--- src/sv/dacc_pkg.sv ---
package dacc_pkg;

  // Width of memory addresses and of the program counter.
  localparam int ADDR_W = 7;

  // Largest magnitude of a decodable or loadable word.
  localparam logic signed [31:0] WORD_MAX = 32'sd9999;
  localparam logic signed [31:0] WORD_MIN = -32'sd9999;

  // Instruction codes.
  localparam logic [6:0] OP_READ   = 7'd10;
  localparam logic [6:0] OP_WRITE  = 7'd11;
  localparam logic [6:0] OP_LOAD   = 7'd20;
  localparam logic [6:0] OP_STORE  = 7'd21;
  localparam logic [6:0] OP_ADD    = 7'd30;
  localparam logic [6:0] OP_SUB    = 7'd31;
  localparam logic [6:0] OP_DIV    = 7'd32;
  localparam logic [6:0] OP_MUL    = 7'd33;
  localparam logic [6:0] OP_BR     = 7'd40;
  localparam logic [6:0] OP_BRNEG  = 7'd41;
  localparam logic [6:0] OP_BRZERO = 7'd42;
  localparam logic [6:0] OP_HALT   = 7'd43;

  typedef enum logic [2:0] {
    ST_OK   = 3'd0,
    ST_HALT = 3'd1,
    ST_END  = 3'd2,
    ST_DIVZ = 3'd3,
    ST_OVF  = 3'd4,
    ST_IGN  = 3'd5,
    ST_REJ  = 3'd6
  } status_t;

  typedef enum logic [1:0] {
    KIND_LOAD,
    KIND_REJECT,
    KIND_STEP
  } kind_t;

  typedef struct packed {
    kind_t              kind;
    logic [ADDR_W-1:0]  addr;
    logic signed [31:0] data;
  } item_t;

  // Queue side seen by the execution unit.
  typedef struct packed {
    logic  valid;
    item_t item;
  } queue_out_t;

  typedef struct packed {
    status_t            status;
    logic               printed;
    logic signed [31:0] pval;
    logic signed [31:0] fetched;
    logic signed [31:0] acc;
    logic [ADDR_W-1:0]  pc;
  } result_t;

endpackage

--- src/sv/dacc_front.sv ---
module dacc_front
  import dacc_pkg::*;
#(
  parameter int MEM_WORDS = 100
) (
  input  logic              clk,
  input  logic              rst,
  input  logic              push,
  output logic              full,
  input  logic              req_type,
  input  logic [ADDR_W-1:0] load_address,
  input  logic signed [31:0] data_word,
  output queue_out_t        qout,
  input  logic              take
);

  logic [1:0] count;
  logic       wr_ptr;
  logic       rd_ptr;
  item_t      entries [2];
  item_t      incoming;
  logic       do_push;
  logic       do_take;

  // Classify the item as it arrives so the back end only executes.
  always_comb begin
    incoming.addr = load_address;
    incoming.data = data_word;
    if (req_type) begin
      incoming.kind = KIND_STEP;
    end else if (load_address >= ADDR_W'(MEM_WORDS) || data_word > WORD_MAX ||
                 data_word < WORD_MIN) begin
      incoming.kind = KIND_REJECT;
    end else begin
      incoming.kind = KIND_LOAD;
    end
  end

  assign full    = (count == 2'd2);
  assign do_push = push && !full;
  assign do_take = take && (count != 2'd0);

  assign qout.valid = (count != 2'd0);
  assign qout.item  = entries[rd_ptr];

  // Two-entry queue between the front and the execution unit.
  always_ff @(posedge clk) begin
    if (rst) begin
      count  <= 2'd0;
      wr_ptr <= 1'b0;
      rd_ptr <= 1'b0;
    end else begin
      if (do_push) begin
        entries[wr_ptr] <= incoming;
        wr_ptr          <= !wr_ptr;
      end
      if (do_take) begin
        rd_ptr <= !rd_ptr;
      end
      count <= count + 2'(do_push) - 2'(do_take);
    end
  end

endmodule

--- config.mk ---
export PLATFORM = sky130hd
export DESIGN_NAME = dacc_front
export DESIGN_NICKNAME = d
export VERILOG_FILES = /design/src/sv/dacc_pkg.sv /design/src/sv/dacc_front.sv
export SDC_FILE = /design/constraint.sdc
export NUM_CORES = 1
export LEC_CHECK = 0
export ABC_AREA = 0
export BUFFER_PORTS_ARGS = -buffer_cell sky130_fd_sc_hd__buf_4
export CAP_MARGIN = 10
export CORE_MARGIN = 5
export CORE_UTILIZATION = 52
export CTS_CLUSTER_DIAMETER = 150
export DETAILED_ROUTE_END_ITERATION = 7
export PLACE_DENSITY = 0.8
export SYNTH_ARGS = -nofsm -noshare
export SYNTH_HDL_FRONTEND = slang
export SYNTH_SLANG_ARGS = --single-unit
--- constraint.sdc ---
create_clock -name clk -period 4.7 [get_ports clk]
set_clock_uncertainty 0.05 [all_clocks]
set_input_delay 0.235 -clock clk [delete_from_list [all_inputs] [get_ports clk]]
set_output_delay 0.235 -clock clk [all_outputs]
set_load 0.02 [all_outputs]
# Word level (Yosys, flattened, before mapping)
# Memory sizes are Yosys's and may differ from the RTL's. A register that Yosys moved wholly into a read port is not among the register bits.
# Index checks and enable logic that the tools add are counted.
# word_totals
ff_bits,4
mem_bits_rw,82
input_bits,44
output_inout_bits,43
elab_cells,25
n_memories,1
# memory_table
name,depth,word_bits,read_ports,rd_ports_with_merged_regs,wr,line_no,source
entries,2,41,1,1,1,dacc_front.sv:20,item_t entries [2];
# op_classes
add_sub_neg,2
n_lt_le_gt_ge,3
n_eq_ne,1
mux,7
n_reduce_logical,8
# ops
op,n
greater-than comparator 32 x 15 -> 1 bit (second input constant),1
< comparator 32 x 15 -> 1 bit (second input constant),1
>= comparator 7 bit (second input constant),1
two-way mux 1 bit,6
logical NOT 1 bit,3
adder 2 x 1 -> 2 bit,1
== test 2 bit (second input constant),1
logical AND 1 bit,2
logical OR 1 bit,2
two-way mux 2 bit,1
nonzero test 2 bit,1
subtractor 2 x 1 -> 2 bit,1

# Depth between registers and ports, before layout
# Gate-level depths: netlist of run 1.
# depth
ltp_word,6
ltp_mapped,8
ltp_nobuf,8

# Worst setup path before layout of run 1
# OpenSTA, ideal clock, no wires.
# synth_timing
path_kind,reg2reg
from,register count[1]
to,memory entries[1][0] in the netlist's numbering (enable)
t_arrival_ns,3.630
t_required_ns,4.151
slack_ns,0.520
stages_incl_launch_ff,4
n_path_buf,0
period_less_slack_ns,4.180
path_cell_list,dfxtp_1 -> inv_1 -> o21ai_0 -> nor3b_1
# synth_via
elab_chain_cells,6
# synth_lines
element,line_no,source
from (decl),dacc_front.sv:17,logic [1:0] count;
from (signal assigned),dacc_front.sv:60,count <= count + 2'(do_push) - 2'(do_take);
== test 2 bit,dacc_front.sv:39,assign full = (count == 2'd2);
logical NOT 1 bit,dacc_front.sv:40,assign do_push = push && !full;
logical AND 1 bit,dacc_front.sv:40,
two-way mux 1 bit,dacc_front.sv:53,if (do_push) begin
two-way mux 1 bit,dacc_front.sv:48,if (rst) begin
two-way mux 1 bit (not written as such),dacc_front.sv:54,entries[wr_ptr] <= incoming;
to (decl),dacc_front.sv:20,
# No other way between the ends.

==> results of run 1 <==
[cell usage in the layout (no fill, tap or decap), types with 2 or more instances in the layout]
cell type                   count
sky130_fd_sc_hd__buf_4         90
sky130_fd_sc_hd__bufinv_16      4
sky130_fd_sc_hd__clkbuf_8       9
sky130_fd_sc_hd__dfxtp_1        4
sky130_fd_sc_hd__edfxtp_1      82
sky130_fd_sc_hd__ha_1           2
sky130_fd_sc_hd__inv_1          2
sky130_fd_sc_hd__mux2_2        41
sky130_fd_sc_hd__nand4_1        7
sky130_fd_sc_hd__nor2_1         5
sky130_fd_sc_hd__nor4_1         8
sky130_fd_sc_hd__o21ai_0        3
sky130_fd_sc_hd__or4_1          3
sky130_fd_sc_hd__xnor2_1        3
[how the worst min path moves through the flow]
| stage | start | cells past startpoint | end | slack [ps] |
|---|---|---|---|---|
| 2_1_floorplan | rst | 1 | count[0] | 260 |
| 3_5_place_dp | load_address[0] | 1 | entries[0][32] | 370 |
| 3_3_place_gp | load_address[0] | 1 | entries[0][32] | 370 |
| 4_1_cts | load_address[0] | 1 | entries[0][32] | 2 |
| 5_1_grt | load_address[0] | 1 | entries[0][32] | 7 |
| 6_report | load_address[0] | 1 | entries[0][32] | 20 |
[metrics by stage]
stage | hold slack, ps | setup WS [ps] | instances | util | power [mW]
finish | 21.6 | 2490 | 354 | 0.692 | 2.22
global route | 7.05 | 2400 | 354 | 0.692 | 2.31
CTS | 2.32 | 2450 | 354 | 0.692 | 2.25
detailed placement | 374 | 2740 | 339 | 0.651 | 1.60
global placement | 373 | 2760 | 339 | 0.651 | 1.59
floorplan | 257 | 520 | 177 | - | 1.35
[power by group through the flow]
stage	combinational [mW]	clock (mW)	sequential [mW]
finish	0.569	0.652	1.00
global route	0.606	0.695	1.01
CTS	0.578	0.664	1.00
detailed placement	0.575	0	1.02
global placement	0.570	0	1.02
floorplan	0.382	0	0.970
[routing by layer]
metal,GRT usage,up-vias,share of wire
met3,0.0401,9,0.050
met5,0,-,0
met2,0.258,63,0.52
met4,0.0744,0,0.017
li1,-,894,-
met1,0.193,907,0.42
[worst max-delay path, delay by kind of cell (launching register included)]
family,cells,cell delay [ps]
buffers and inverters,1,160
flip-flops,1,960
multiplexers,1,430
[cell type report]
| class | count | area share |
|---|---|---|
| tap | 77 | 0.0222 |
| clock inverter | 6 | 0.0308 |
| multi-input combinational | 83 | 0.171 |
| clock buffer | 9 | 0.0285 |
| inverter | 2 | 0.00173 |
| timing repair buffer | 90 | 0.155 |
| sequential | 87 | 0.590 |
[logic make-up (layout without fill, tap and decap cells)]
family	count (synthesis)	after routing	share of synthesized area
compound gates	6	6	0.0113
flops	87	87	0.771
buf+inv	7	107	0.00791
mux	41	41	0.139
fa+ha+maj	2	2	0.00753
simple gates	30	30	0.0527
xor+xnor	4	4	0.0105
[sequential cells by signal, indices dropped and copies added, names as in the netlist, named ones only]
name     count
count        2
entries     82
wr_ptr       1
rd_ptr       1
==> load_flow_metrics.sql, run 1 <==
INSERT INTO impl_metrics (metric_group, metric, value, unit) VALUES
('yosys', 'post_synth_edffs', '82', ''),
('final_layout', 'final_net_count', '319', ''),
('route', 'remaining_drc_errors', '0', ''),
('clock_network', 'cts_buffer_depth', '2', ''),
('setup_path', 'setup.worst_path.class', 'flip-flop to output pin', ''),
('setup_path', 'r2r-end', 'count[1]', ''),
('power_and_ir_drop', 'p_sw_frac', '0.267', ''),
('clock_network', 'cts.repair_timing.setup_buffer_count', '0', ''),
('final_layout', 'multi_input_area', '744', 'um2'),
('yosys', 'ys_async_sr_fraction', '0', ''),
('setup_path', 'timing.critical_path.required', '4410', 'ps'),
('power_and_ir_drop', 'share_of_total_power_in_the_clock_network', '0.293', ''),
('setup_path', 'worstPathCellList', 'mux2_2, buf_4', ''),
('power_and_ir_drop', 'power_switching', '0.593', 'mW'),
('final_layout', 'antennaDiodeCount', '0', ''),
('global_route', 'grt_antenna_before_repair', '0', ''),
('clock_network', 'number_of_levels_in_the_clock_h_tree', '3', ''),
('setup_path', 'start_kind', 'flip-flop', ''),
('global_route', 'grt_remaining_overflow', '0', ''),
('yosys', 'post_synth_instance_area', '3320', 'um2'),
('yosys', 'synth_top_cells_by_area', 'sky130_fd_sc_hd__edfxtp_1, sky130_fd_sc_hd__mux2_2, sky130_fd_sc_hd__dfxtp_1', ''),
('yosys', 'netlist.area_leader.share', '0.741', ''),
('placed_design', 'routabilityCongestion', '0.693', ''),
('sta', 'final-setup-viol-count', '0', ''),
('outcome', 'outcome', 'finished clean', ''),
('setup_path', 'reg2reg_from', 'count[1]', ''),
('yosys', 'synth.most_common_cell', 'sky130_fd_sc_hd__edfxtp_1', ''),
('clock_network', 'tritoncts', 'built', ''),
('yosys', 'yosys_warnings', '0', ''),
('clock_network', 'numClockSinks', '87', ''),
('die', 'dieHeight', '89.9', 'um'),
('clock_network', 'cts.hold.buffers_added', '0', ''),
('sta', 'max_slew_margin', '0.356', ''),
('final_layout', 'post-route-cell-area', '4350', 'um2'),
('yosys', 'yosys_register_bits', '87', ''),
('setup_path', 'cp_data_arrival_time', '1920', 'ps'),
('power_and_ir_drop', 'combPwrFrac', '0.256', ''),
('setup_path', 'r2r_slack', '2780', 'ps'),
('final_layout', 'layout.filler_cells', '429', ''),
('run', 'drv_cap', '0', ''),
('clock_network', 'clk_pin_slew_worst_paths', '80', 'ps'),
('sta', 'total_count_of_hold_check_failures_in_the_final_report', '0', ''),
('sta', 'slew_violations', '0', ''),
('route', 'detail_route.wirelength', '6.23', 'mm'),
('route', 'drt_first_iter_violations', '61', ''),
('worst_hold_path', 'min_path_type', 'input pin to flip-flop', ''),
('route', 'vias_per_cell', '5.29', ''),
('yosys', 'synthDominantAreaCellType', 'sky130_fd_sc_hd__edfxtp_1', ''),
('power_and_ir_drop', 'irDropWorstVdd', '0.000350', 'V'),
('setup_path', 'cp_max_fo', '41', ''),
('sta', 'fmaxAchievable', '0.453', 'GHz'),
('clock_network', 'cts_made_buffers', '9', ''),
('setup_path', 'crit_path_max_incr_delay', '960', 'ps'),
('global_route', 'gr-usage-all-layers', '0.157', ''),
('die', 'dieArea', '8090', 'um2'),
('final_layout', 'final_layout_size_suffix_gt1_frac', '0.542', ''),
('route', 'route.vias.total', '1873', ''),
('placed_design', 'dp_hpwl', '4.32', 'mm'),
('yosys', 'nets_in_the_synthesized_netlist', '223', ''),
('global_route', 'grt_start_max_net_pins', '42', ''),
('route', 'wl_per_cell', '17.6', 'um'),
('yosys', 'synth.avg_cell_area', '18.8', 'um2'),
('clock_network', 'post_cts.resized_instances', '0', ''),
('yosys', 'synth_sequential_area_ratio', '0.771', ''),
('power_and_ir_drop', 'power.sequential.fraction', '0.450', ''),
('setup_path', 'worst_setup_path_endpoint', 'qout[39]', ''),
('placed_design', 'portBuffers', '86', ''),
('die', 'start_util', '0.529', ''),
('sta', 'worstMarginPinSlew', '967', 'ps'),
('final_layout', 'seqCellArea', '2560', 'um2'),
('clock_network', 'clk-insertion-delay-late', '340', 'ps');
(Power assumes the default switching activity.)
==> run 2, diff against run 1 <==
--- a/config.mk
+++ b/config.mk
@@ -9,10 +9,10 @@
 export BUFFER_PORTS_ARGS = -buffer_cell sky130_fd_sc_hd__buf_4
 export CAP_MARGIN = 10
 export CORE_MARGIN = 5
-export CORE_UTILIZATION = 52
+export CORE_UTILIZATION = 47
 export CTS_CLUSTER_DIAMETER = 150
 export DETAILED_ROUTE_END_ITERATION = 7
-export PLACE_DENSITY = 0.8
+export PLACE_DENSITY = 0.76
 export SYNTH_ARGS = -nofsm -noshare
 export SYNTH_HDL_FRONTEND = slang
 export SYNTH_SLANG_ARGS = --single-unit
==> constraint.sdc (replaced) <==
create_clock -name clk -period 1.82 [get_ports clk]
set_clock_uncertainty 0.05 [all_clocks]
set_input_delay 0.091 -clock clk [delete_from_list [all_inputs] [get_ports clk]]
set_output_delay 0.091 -clock clk [all_outputs]
set_load 0.02 [all_outputs]
==> run 2 against run 1 <==
Net effect: flip-flop and latch count unchanged; combinational power rose to 3.2 times the previous value; largest power group unchanged; sequential power rose to 2.5 times the previous value; critical path type is now input pin to flip-flop; non-clock buffer count up 44; highest routed layer unchanged; largest cell class unchanged; final area up 12%.
==> load_flow_metrics.sql, run 2 (same netlist as run 1, synthesis figures left out) <==
INSERT INTO impl_metrics (metric_group, metric, value, unit) VALUES
('global_route', 'first_pass_grt_wire_length', '11.2', 'mm'),
('setup_path', 'start_kind', 'input pin', ''),
('power_and_ir_drop', 'p_leak', '1.77', 'nW'),
('global_route', 'grt_start_max_net_pins', '42', ''),
('route', 'drtPass1Iterations', '3', ''),
('global_route', 'grt_remaining_overflow', '0', ''),
('final_layout', 'final_layout_size_suffix_gt1_frac', '0.506', ''),
('final_layout', 'post-route-util', '0.710', ''),
('clock_network', 'clock_tree.root_cell', 'sky130_fd_sc_hd__clkbuf_8', ''),
('route', 'antenna_violating_nets_post_route', '0', ''),
('sta', 'total_count_of_hold_check_failures_in_the_final_report', '0', ''),
('clock_network', 'number_of_levels_in_the_clock_h_tree', '3', ''),
('clock_network', 'clk-insertion-delay-late', '330', 'ps'),
('setup_path', 'cp_data_arrival_time', '1790', 'ps'),
('global_route', 'gr-usage-all-layers', '0.168', ''),
('sta', 'final-setup-viol-count', '0', ''),
('setup_path', 'critical_path.endpoint_type', 'flip-flop', ''),
('placed_design', 'dp_hpwl', '4.71', 'mm'),
('final_layout', 'largest_register_ffs', '82', ''),
('final_layout', 'final_common_cell', 'sky130_fd_sc_hd__buf_4', ''),
('route', 'detail_route.wirelength', '7.06', 'mm'),
('clock_network', 'cts_buffer_depth', '2', ''),
('die', 'coreArea', '6830', 'um2'),
('final_layout', 'post_layout_nonfiller_instances', '418', ''),
('power_and_ir_drop', 'combPwrFrac', '0.315', ''),
('placed_design', 'routabilityCongestion', '0.727', ''),
('clock_network', 'numClockSinks', '87', ''),
('final_layout', 'antennaDiodeCount', '0', ''),
('final_layout', 'largest_register_by_flop_count', 'entries', ''),
('power_and_ir_drop', 'cell_area_power_density', '1180', 'nW/um2'),
('sta', 'worstMarginPinSlew', '478', 'ps'),
('sta', 'slew_violations', '0', ''),
('power_and_ir_drop', 'p_sw_frac', '0.282', ''),
('clock_network', 'tritoncts', 'built', ''),
('power_and_ir_drop', 'irDropWorstVdd', '0.000896', 'V'),
('power_and_ir_drop', 'power_switching', '1.61', 'mW'),
('power_and_ir_drop', 'power_report.internal_total', '4.10', 'mW'),
('final_layout', 'reg_top3', 'entries: 82 flops, count: 2 flops', ''),
('clock_network', 'clk_pin_slew_worst_paths', '80', 'ps'),
('route', 'remaining_drc_errors', '0', ''),
('worst_hold_path', 'min_path_type', 'input pin to flip-flop', ''),
('die', 'dieArea', '8850', 'um2'),
('setup_path', 'setup.worst_path.class', 'input pin to flip-flop', ''),
('sta', 'max_slew_margin', '0.678', ''),
('placed_design', 'portBuffers', '86', ''),
('placed_design', 'placed_cells_incl_taps', '360', ''),
('die', 'floorplan.die.width', '94.1', 'um'),
('global_route', 'grt_pass1_vias', '2306', ''),
('final_layout', 'layout.cells.most_common_list', 'sky130_fd_sc_hd__buf_4, sky130_fd_sc_hd__edfxtp_1, sky130_fd_sc_hd__mux2_2, sky130_fd_sc_hd__dlygate4sd3_1, sky130_fd_sc_hd__clkbuf_8', ''),
('final_layout', 'final_net_count', '363', ''),
('setup_path', 'timing.critical_path.required', '1840', 'ps'),
('route', 'route.vias.total', '2091', ''),
('outcome', 'outcome', 'finished clean', ''),
('sta', 'layout_min_cycle_time', '1780', 'ps'),
('route', 'wl_per_cell', '16.9', 'um'),
('route', 'drt_first_iter_violations', '62', ''),
('placed_design', 'dpl_worst_slack', '6.45', 'ps'),
('sta', 'post-route-period-util', '0.977', ''),
('route', 'vias_per_cell', '5.00', ''),
('sta', 'fmaxAchievable', '0.562', 'GHz'),
('sta', 'final_critical_path_setup_slack', '42.0', 'ps'),
('clock_network', 'cts_made_buffers', '9', ''),
('setup_path', 'cp_max_fo', '3', ''),
('power_and_ir_drop', 'power.sequential.fraction', '0.438', ''),
('power_and_ir_drop', 'share_of_total_power_in_the_clock_network', '0.246', ''),
('sta', 'setup_repair_after_global_routing_missed_its_margin', 'false', ''),
('die', 'start_util', '0.486', ''),
('final_layout', 'layout_area_overhead', '46.0', '%'),
('global_route', 'grt_antenna_before_repair', '0', ''),
('die', 'boundaryPins', '87', ''),
('run', 'drv_cap', '0', ''),
('power_and_ir_drop', 'fin_total_pwr', '5.71', 'mW'),
('die', 'dieHeight', '94.1', 'um'),
('die', 'fp-row-count', '30', '');
==> run 2: area by class of cell <==
class | count | area, um2
Sequential cell | 87 | 2570
Fill cell | 478 | 1980
Timing Repair Buffer | 134 | 1150
Multi-Input combinational cell | 83 | 802
Clock buffer | 9 | 124
Tap cell | 96 | 120
Clock inverter | 7 | 86.3
Inverter | 2 | 7.51
==> run 2: metrics by stage <==
stage | setup TNS (ps) | hold slack [ps] | instance area, um2
2_1_floorplan | -13660 | 105 | 3360
3_3_place_gp | 0 | 227 | 4190
3_5_place_dp | 0 | 229 | 4190
4_1_cts | 0 | 130 | 4810
5_1_grt | 0 | 168 | 4850
6_report | 0 | 152 | 4850
==> run 2: path summary, 6_finish.rpt <==
path,startpoint,endpoint,slack [ps],cells after the start
max reg2reg,count[1],count[1],120,8
min reg2reg,rd_ptr,rd_ptr,490,2
min,push,wr_ptr,150,4
max,load_address[4],entries[1][39],40,6
==> run 2: power by group through the flow <==
stage | Combinational (mW) | Clock (mW) | Sequential, mW
2_1_floorplan | 1.00 | 0 | 2.50
3_3_place_gp | 1.70 | 0 | 2.54
3_5_place_dp | 1.72 | 0 | 2.55
4_1_cts | 1.79 | 1.44 | 2.50
5_1_grt | 1.92 | 1.51 | 2.52
6_report | 1.80 | 1.41 | 2.50
==> run 2: what timing repair did <==
action,in CTS,in global routing
gates resized for setup,0,9
setup buffers,0,1
setup endpoints to repair,0,3
endpoints found under the hold margin,85,0
hold buffers,41,0
==> run 2: critical path: stages <==
cell and delay, ps:
sky130_fd_sc_hd__dlygate4sd3_1 550, sky130_fd_sc_hd__buf_4 140, sky130_fd_sc_hd__o311a_1 320, sky130_fd_sc_hd__or4_4 500
sky130_fd_sc_hd__nor3_2 110, sky130_fd_sc_hd__a211oi_1 70
==> run 2: metal layers <==
| layer | share of wire | up-vias | global-route usage |
|---|---|---|---|
| met1 | 0.40 | 1046 | 0.194 |
| li1 | - | 985 | - |
| met3 | 0.039 | 10 | 0.0321 |
| met5 | 0 | - | 0 |
| met4 | 0.015 | 0 | 0.0722 |
| met2 | 0.55 | 50 | 0.301 |
